--- src/rtl/core/lfu_pkg.sv ---
// ----------------------------------------------------------------------------
// lfu_pkg
// Shared constants for the LFU cache table.
// ----------------------------------------------------------------------------
package lfu_pkg;

   localparam int DEF_CAPACITY = 16;
   localparam int KEY_W        = 32;
   localparam int VALUE_W      = 32;
   localparam int COUNT_W      = 32;
   localparam int CFG_W        = 5;

   localparam logic [CFG_W-1:0]   CAP_RESET = 5'd16;
   localparam logic [COUNT_W-1:0] COUNT_MAX = 32'hFFFF_FFFF;

   localparam logic ACT_GET = 1'b0;
   localparam logic ACT_PUT = 1'b1;

endpackage

--- src/rtl/core/lfu_cache_table_top.sv ---
// ----------------------------------------------------------------------------
// lfu_cache_table_top
// Fully associative key/value table, LFU replacement with LRU tie break.
// ----------------------------------------------------------------------------
// The result strobe is registered out of the decide state, which follows the scan pass.
// A get miss or a put with capacity 0 returns to idle after decide; other items
//   add an update pass, as the RAM is read one entry at a time. No start is taken while busy.
// Reset: synchronous; all entries invalid, capacity register back to 16.
// The result receiver cannot stall; each result strobes for one cycle.
module lfu_cache_table_top #(
   parameter int CAPACITY = lfu_pkg::DEF_CAPACITY
) (
   input  logic                        clock,
   input  logic                        reset,
   input  logic                        start,
   output logic                        busy,
   input  logic                        req_action,
   input  logic [lfu_pkg::KEY_W-1:0]   req_lookup_key,
   input  logic [lfu_pkg::VALUE_W-1:0] req_write_value,
   output logic                        rsp_strobe,
   output logic                        rsp_hit,
   output logic [lfu_pkg::VALUE_W-1:0] rsp_read_value,
   input  logic                        csr_valid,
   output logic                        csr_ready,
   input  logic [lfu_pkg::CFG_W-1:0]   csr_write_data
);

   localparam int IDXW   = (CAPACITY > 1) ? $clog2(CAPACITY) : 1;
   localparam int CNTW   = $clog2(CAPACITY + 1);
   localparam int RW     = IDXW;
   localparam int WORD_W = lfu_pkg::KEY_W + lfu_pkg::VALUE_W + lfu_pkg::COUNT_W + RW;
   localparam logic [CNTW-1:0] CAP_N = CNTW'(CAPACITY);

   localparam logic [1:0] ST_IDLE   = 2'd0;
   localparam logic [1:0] ST_SCAN   = 2'd1;
   localparam logic [1:0] ST_DECIDE = 2'd2;
   localparam logic [1:0] ST_UPD    = 2'd3;

   logic [1:0]      state_ff, state_in;
   logic [CNTW-1:0] cnt_ff, cnt_in;
   logic [CAPACITY-1:0] valid_ff, valid_in;
   logic [lfu_pkg::CFG_W-1:0] cap_ff, cap_in;

   logic                        act_ff, act_in;
   logic [lfu_pkg::KEY_W-1:0]   key_ff, key_in;
   logic [lfu_pkg::VALUE_W-1:0] wval_ff, wval_in;

   logic found_ff, found_in;
   logic [IDXW-1:0] f_ff, f_in;
   logic [RW-1:0] frank_ff, frank_in;
   logic [lfu_pkg::VALUE_W-1:0] fval_ff, fval_in;
   logic [CNTW-1:0] used_ff, used_in;
   logic finv_ok_ff, finv_ok_in;
   logic [IDXW-1:0] finv_ff, finv_in;
   logic vfound_ff, vfound_in;
   logic [IDXW-1:0] v_ff, v_in;
   logic [lfu_pkg::COUNT_W-1:0] vcnt_ff, vcnt_in;
   logic [RW-1:0] vrank_ff, vrank_in;

   logic touch_ff, touch_in;
   logic insert_ff, insert_in;
   logic evict_ff, evict_in;
   logic [IDXW-1:0] slot_ff, slot_in;

   logic rsp_strobe_ff, rsp_strobe_in;
   logic rsp_hit_ff, rsp_hit_in;
   logic [lfu_pkg::VALUE_W-1:0] rsp_value_ff, rsp_value_in;

   logic [IDXW-1:0] pidx;
   logic [WORD_W-1:0] rd_data, wr_data;
   logic wr_en;
   logic [lfu_pkg::KEY_W-1:0]   d_key;
   logic [lfu_pkg::VALUE_W-1:0] d_val;
   logic [lfu_pkg::COUNT_W-1:0] d_cnt, d_cnt_inc;
   logic [RW-1:0] d_rank;
   logic [8:0] cap_eff, used_ext;
   logic accept;

   assign busy      = (state_ff != ST_IDLE);
   assign csr_ready = (state_ff == ST_IDLE);
   assign accept    = start && !busy;
   assign pidx      = IDXW'(cnt_ff - CNTW'(1));

   assign d_rank = rd_data[RW-1:0];
   assign d_cnt  = rd_data[RW +: lfu_pkg::COUNT_W];
   assign d_val  = rd_data[RW + lfu_pkg::COUNT_W +: lfu_pkg::VALUE_W];
   assign d_key  = rd_data[WORD_W-1 -: lfu_pkg::KEY_W];
   assign d_cnt_inc = (d_cnt == lfu_pkg::COUNT_MAX) ? d_cnt : d_cnt + 1'b1;

   assign cap_eff  = (9'(cap_ff) > 9'(CAPACITY)) ? 9'(CAPACITY) : 9'(cap_ff);
   assign used_ext = 9'(used_ff);

   lfu_entry_ram #(
      .DEPTH  (CAPACITY),
      .ADDR_W (IDXW),
      .WORD_W (WORD_W)
   ) u_ram (
      .clock   (clock),
      .rd_addr (cnt_ff[IDXW-1:0]),
      .rd_data (rd_data),
      .wr_en   (wr_en),
      .wr_addr (pidx),
      .wr_data (wr_data)
   );

   always_comb begin
      state_in = state_ff;  cnt_in = cnt_ff;  valid_in = valid_ff;
      cap_in = cap_ff;  act_in = act_ff;  key_in = key_ff;  wval_in = wval_ff;
      found_in = found_ff;  f_in = f_ff;  frank_in = frank_ff;  fval_in = fval_ff;
      used_in = used_ff;  finv_ok_in = finv_ok_ff;  finv_in = finv_ff;
      vfound_in = vfound_ff;  v_in = v_ff;  vcnt_in = vcnt_ff;  vrank_in = vrank_ff;
      touch_in = touch_ff;  insert_in = insert_ff;  evict_in = evict_ff;
      slot_in = slot_ff;
      rsp_strobe_in = 1'b0;  rsp_hit_in = rsp_hit_ff;  rsp_value_in = rsp_value_ff;
      wr_en = 1'b0;
      wr_data = rd_data;

      if (csr_valid && csr_ready) begin
         cap_in = csr_write_data;
      end

      case (state_ff)
         ST_IDLE: begin
            if (accept) begin
               act_in = req_action;  key_in = req_lookup_key;  wval_in = req_write_value;
               found_in = 1'b0;  used_in = '0;  finv_ok_in = 1'b0;  vfound_in = 1'b0;
               cnt_in = '0;
               state_in = ST_SCAN;
            end
         end
         ST_SCAN: begin
            cnt_in = cnt_ff + 1'b1;
            if (cnt_ff != '0) begin
               if (valid_ff[pidx]) begin
                  used_in = used_ff + 1'b1;
                  if (!found_ff && d_key == key_ff) begin
                     found_in = 1'b1;  f_in = pidx;  frank_in = d_rank;  fval_in = d_val;
                  end
                  if (!vfound_ff || d_cnt < vcnt_ff ||
                      (d_cnt == vcnt_ff && d_rank > vrank_ff)) begin
                     vfound_in = 1'b1;  v_in = pidx;  vcnt_in = d_cnt;  vrank_in = d_rank;
                  end
               end else if (!finv_ok_ff) begin
                  finv_ok_in = 1'b1;  finv_in = pidx;
               end
               if (cnt_ff == CAP_N) begin
                  state_in = ST_DECIDE;
               end
            end
         end
         ST_DECIDE: begin
            touch_in  = found_ff && (act_ff == lfu_pkg::ACT_GET || cap_eff != '0);
            evict_in  = (act_ff == lfu_pkg::ACT_PUT) && !found_ff && cap_eff != '0 &&
                        used_ext >= cap_eff && vfound_ff;
            insert_in = (act_ff == lfu_pkg::ACT_PUT) && !found_ff && cap_eff != '0 &&
                        (finv_ok_ff || evict_in);
            slot_in   = (evict_in && (!finv_ok_ff || v_ff < finv_ff)) ? v_ff : finv_ff;
            rsp_strobe_in = 1'b1;
            rsp_hit_in    = found_ff;
            rsp_value_in  = (found_ff && act_ff == lfu_pkg::ACT_GET) ? fval_ff : '0;
            cnt_in = '0;
            state_in = (touch_in || insert_in) ? ST_UPD : ST_IDLE;
         end
         ST_UPD: begin
            cnt_in = cnt_ff + 1'b1;
            if (cnt_ff != '0) begin
               wr_en = 1'b1;
               if (touch_ff) begin
                  if (pidx == f_ff) begin
                     wr_data = {d_key, (act_ff == lfu_pkg::ACT_PUT) ? wval_ff : d_val,
                                d_cnt_inc, RW'(0)};
                  end else if (valid_ff[pidx] && d_rank < frank_ff) begin
                     wr_data = {d_key, d_val, d_cnt, d_rank + 1'b1};
                  end
               end else begin
                  if (pidx == slot_ff) begin
                     wr_data = {key_ff, wval_ff, lfu_pkg::COUNT_W'(1), RW'(0)};
                     valid_in[pidx] = 1'b1;
                  end else if (evict_ff && pidx == v_ff) begin
                     valid_in[pidx] = 1'b0;
                  end else if (valid_ff[pidx]) begin
                     wr_data = {d_key, d_val, d_cnt,
                                d_rank - RW'(evict_ff && d_rank > vrank_ff) + 1'b1};
                  end
               end
               if (cnt_ff == CAP_N) begin
                  state_in = ST_IDLE;
               end
            end
         end
         default: begin
            state_in = ST_IDLE;
         end
      endcase
   end

   always_ff @(posedge clock) begin
      if (reset) begin
         state_ff      <= ST_IDLE;
         valid_ff      <= '0;
         cap_ff        <= lfu_pkg::CAP_RESET;
         rsp_strobe_ff <= 1'b0;
         cnt_ff        <= '0;
      end else begin
         state_ff      <= state_in;
         valid_ff      <= valid_in;
         cap_ff        <= cap_in;
         rsp_strobe_ff <= rsp_strobe_in;
         cnt_ff        <= cnt_in;
      end
      act_ff <= act_in;  key_ff <= key_in;  wval_ff <= wval_in;
      found_ff <= found_in;  f_ff <= f_in;  frank_ff <= frank_in;  fval_ff <= fval_in;
      used_ff <= used_in;  finv_ok_ff <= finv_ok_in;  finv_ff <= finv_in;
      vfound_ff <= vfound_in;  v_ff <= v_in;  vcnt_ff <= vcnt_in;  vrank_ff <= vrank_in;
      touch_ff <= touch_in;  insert_ff <= insert_in;  evict_ff <= evict_in;
      slot_ff <= slot_in;
      rsp_hit_ff <= rsp_hit_in;  rsp_value_ff <= rsp_value_in;
   end

   assign rsp_strobe     = rsp_strobe_ff;
   assign rsp_hit        = rsp_hit_ff;
   assign rsp_read_value = rsp_value_ff;

   // a transfer starts the scan pass
   a_accept_scan: assert property (@(posedge clock) disable iff (reset)
      accept |=> state_ff == ST_SCAN)
      else $error("accepted item did not enter scan");

   a_rsp_from_decide: assert property (@(posedge clock) disable iff (reset)
      rsp_strobe |-> $past(state_ff) == ST_DECIDE)
      else $error("result strobe outside decide");

   a_rsp_single: assert property (@(posedge clock) disable iff (reset)
      rsp_strobe |=> !rsp_strobe)
      else $error("result strobe held twice");

endmodule

--- src/rtl/core/lfu_entry_ram.sv ---
// ----------------------------------------------------------------------------
// lfu_entry_ram
// One-read one-write entry memory, registered read data.
// ----------------------------------------------------------------------------
module lfu_entry_ram #(
   parameter int DEPTH  = lfu_pkg::DEF_CAPACITY,
   parameter int ADDR_W = 4,
   parameter int WORD_W = 100
) (
   input  logic              clock,
   input  logic [ADDR_W-1:0] rd_addr,
   output logic [WORD_W-1:0] rd_data,
   input  logic              wr_en,
   input  logic [ADDR_W-1:0] wr_addr,
   input  logic [WORD_W-1:0] wr_data
);

   logic [WORD_W-1:0] mem [DEPTH];
   logic [WORD_W-1:0] rd_data_ff;

   always_ff @(posedge clock) begin
      if (wr_en) begin
         mem[wr_addr] <= wr_data;
      end
      rd_data_ff <= mem[rd_addr];
   end

   assign rd_data = rd_data_ff;

endmodule
--- config.mk ---
export PLATFORM = sky130hd
export DESIGN_NAME = lfu_cache_table_top
export DESIGN_NICKNAME = d
export VERILOG_FILES = /design/src/rtl/core/lfu_pkg.sv /design/src/rtl/core/lfu_cache_table_top.sv /design/src/rtl/core/lfu_entry_ram.sv
export SDC_FILE = /design/constraint.sdc
export NUM_CORES = 2
export LEC_CHECK = 0
export BUFFER_PORTS_ARGS = -buffer_cell sky130_fd_sc_hd__buf_2
export CAP_MARGIN = 10
export CORE_ASPECT_RATIO = 2
export CORE_UTILIZATION = 60
export CTS_CLUSTER_SIZE = 10
export DETAILED_ROUTE_END_ITERATION = 10
export PLACE_DENSITY_LB_ADDON = 0.25
export SLEW_MARGIN = 20
export SYNTH_ARGS = -nofsm -noshare
export SYNTH_HDL_FRONTEND = slang
export SYNTH_SLANG_ARGS = --single-unit
--- constraint.sdc ---
create_clock -name clock -period 19.5 [get_ports clock]
set_clock_uncertainty 0.05 [all_clocks]
set_input_delay 3.9 -clock clock [delete_from_list [all_inputs] [get_ports clock]]
set_output_delay 3.9 -clock clock [all_outputs]
set_load 0.02 [all_outputs]
==> metrics.cfg <==
[clock_tree]
post_cts_buffers=0
clockRootBuffer=clkbuf_16
clk_latency_ns=0.82
cts_tree=built
htreeDepth=4
cts_sinks=1925
holdBufCountCts=0
numCtsBuffers=211
cts.clk_slew.worst_paths_ns=0.06
cts_max_path_buffers=3
postCtsResizedCells=0

[finish]
multi_input_area_mm2=0.01625
fillers=7262
drive_above_1_share_pct=26.84
fin_nets=3706
seq_area_mm2=0.05653
areaGrowthSynthToFinish_pct=12.16

[hold_path]
min_delay_path_depth=0
hold-path-endpoint=fval_ff[0]
hp-class=reg2reg
hp-start=u_ram.rd_data[36]

[detailed_routing]
wirelength_um=169300
drc=0
vias=35260
antenna_left=0
drt_first_pass_iters=7
drt_iter0_drc=4023
via_per_inst=6.669
routedWlPerCell_um=32.02

[power]
swShare_pct=20.96
clkPwrFrac_pct=42.2
p_seq_share_pct=53.9
p_sw_mw=1.785
peakVddDrop_mv=0.1041
power_density_mw_per_mm2=103.4
p_int_mw=6.729
pwr-share-comb_pct=3.9
p_leak_nw=25.83

[worst_setup_path]
critPathMaxFanout=42
reg2reg_depth=8
worstPathArrival_ns=6.49
rrSetupSlack_ns=13.38
rr_startpoint=cnt_ff[2]
crit_path_end_kind=register
r2r_end=u_ram.mem[6][45]
cp.required_ns=19.87
crit_type=reg2reg
start_kind=register

[floorplan]
design.core.area_mm2=0.1214
num_rows=181
die_x_um=249.3
ios=110
die_y_um=496.7
initial_utilization_pct=60.48
dieArea_mm2=0.1238

[sta]
slew_headroom_pct=19.79
rsz0062_at_grt=false
fin_hold_ws_ns=0.3768
finalHoldViolations=0
setup_violations=0
slew_viol_final=0
tns_ns=0
period_needed_ns=6.117
fmax_ghz=0.1635
worst_pin_slew_ns=1.170
timing.final.crit_share_pct=31.37

[place]
dp_hpwl_um=82890
place_congestion=0.8732
io_buffers=109

[global_route]
gr-total-overflow=0
antenna_found_initial=2
grt_pass1_vias=37530
grt_pass1_wl_um=248400
grt_usage_pct=27.95
grt_max_degree=101

[logic_synthesis]
yosys.cell_count.top_type=edfxtp_1
yosysUniqueCellTypes=72
netlist_area_mm2=0.07341
netlist.area_leader.share_pct=73.46
netlist_top_cells_count=edfxtp_1 (1796), mux4_2 (504), nand2_1 (152), dfxtp_1 (129), clkbuf_1 (86)
ys_seq_elements=1925
seq_area_frac_synth_pct=76.98
synth_area_leaders=edfxtp_1 (73%), mux4_2 (15%), dfxtp_1 (3.5%), ha_1 (0.99%), nand2_1 (0.78%)
synth-edff-count=1796
yosysWarnings=0
synth-async-reset-ratio_pct=0
synthFlopType=edfxtp_1
synth.avg_cell_area_um2=22.09
postSynthNetCount=3455
yosysTopAreaCell=edfxtp_1
synthCells=3323

[flow_run]
cap_violations=0

[outcome]
status=finished, final reports clean

cell families (layout without fill, tap and decap cells):
logic type / count (synthesis) / after routing / share of synthesized area, %
muxes: 560 / 560 / 16.29
buffers and inverters: 202 / 609 / 1.171
AOI/OAI and AO/OA: 140 / 140 / 1.260
other: 0 / 2 / 0
xor gates and xnor gates: 53 / 53 / 0.7056
DFF: 1925 / 1925 / 76.98
and+or+nand+nor: 385 / 385 / 2.604
adders and majority gates: 58 / 58 / 0.9885
placed cells by master (no fill, tap or decap), drive strengths merged, types with 3 or more instances in the layout:
cell type | netlist | routed
edfxtp | 1796 | 1796
mux4 | 504 | 504
clkbuf | 86 | 353
buf | 59 | 182
nand2 | 152 | 152
dfxtp | 129 | 129
inv | 57 | 62
ha | 58 | 58
nor2 | 55 | 55
nand3 | 42 | 42
a21oi | 39 | 39
xor2 | 38 | 38
and2 | 38 | 38
mux2 | 37 | 37
o21ai | 29 | 29
nand4 | 22 | 22
mux2i | 19 | 19
a21o | 17 | 17
and3 | 16 | 16
xnor2 | 13 | 13
nor3 | 13 | 13
clkinv | 0 | 12
nor2b | 11 | 11
o211ai | 10 | 10
nor4 | 10 | 10
a211oi | 9 | 9
nand2b | 8 | 8
and4 | 6 | 6
o31ai | 6 | 6
a31oi | 5 | 5
a211o | 4 | 4
a21boi | 3 | 3
critical path: stages (launching register included):
cell     delay [ns]
dfxtp_4        0.67
buf_4          0.60
buf_4          0.84
nor3_4         0.10
xnor2_2        0.42
nand2_1        0.46
nor2_4         0.85
buf_4          0.82
buf_4          0.76
power by group through the flow:
stage	sequential (mW)	clock (mW)	combinational [mW]
final	4.59	3.59	0.333
after global routing	4.59	3.78	0.358
after CTS	4.59	3.63	0.335
after detailed placement	4.67	0	0.331
after global placement	4.67	0	0.315
after floorplan	4.65	0	0.250
worst max-delay path by stage:
stage / depth (start not counted) / slack (ns) / end / from
after floorplan: 12 / 12.07 / u_ram.mem[11][0] / cnt_ff[0]
after CTS: 8 / 13.35 / u_ram.mem[6][45] / cnt_ff[2]
after global routing: 8 / 13.15 / u_ram.mem[6][45] / cnt_ff[2]
after detailed placement: 8 / 13.39 / u_ram.mem[6][56] / cnt_ff[2]
final: 8 / 13.38 / u_ram.mem[6][45] / cnt_ff[2]
after global placement: 8 / 13.41 / u_ram.mem[7][48] / cnt_ff[2]
through the flow:
stage	std cells	power, mW	cell area [um2]	util [%]	worst slack (ns)
after floorplan	3323	4.900	73410	-	12.07
after global placement	4913	4.988	76080	62.68	13.41
after detailed placement	4913	5.005	76080	62.68	13.39
after CTS	5282	8.555	82270	67.77	13.35
after global routing	5286	8.731	82340	67.83	13.15
final	5287	8.513	82340	67.83	13.38
routing by layer:
layer | global-route usage (%) | wire length [um]
met5 | 0 | 0
met4 | 10.83 | 5716
met3 | 3.974 | 11740
met2 | 48.93 | 90260
met1 | 35.69 | 61570
area by class of cell:
cell class              instances  share of cell area, %
clock inverters                17                 0.4392
diodes                          2               0.006078
flip-flops and latches       1925                  68.65
inverters                      57                 0.2629
well taps                    1555                  2.363
repair buffers                183                  1.477
clock buffers                 352                  7.068
multi-input cells            1196                  19.73
registers in the layout (all words and copies together), names as in the netlist, 5 cells and up, named ones only:
name	count
wval_ff	32
used_ff	5
u_ram.rd_data	100
u_ram.mem	1600
cap_ff	5
fval_ff	32
key_ff	32
rsp_read_value	32
vcnt_ff	32
cnt_ff	5
Power figures use the tool's default switching activity.
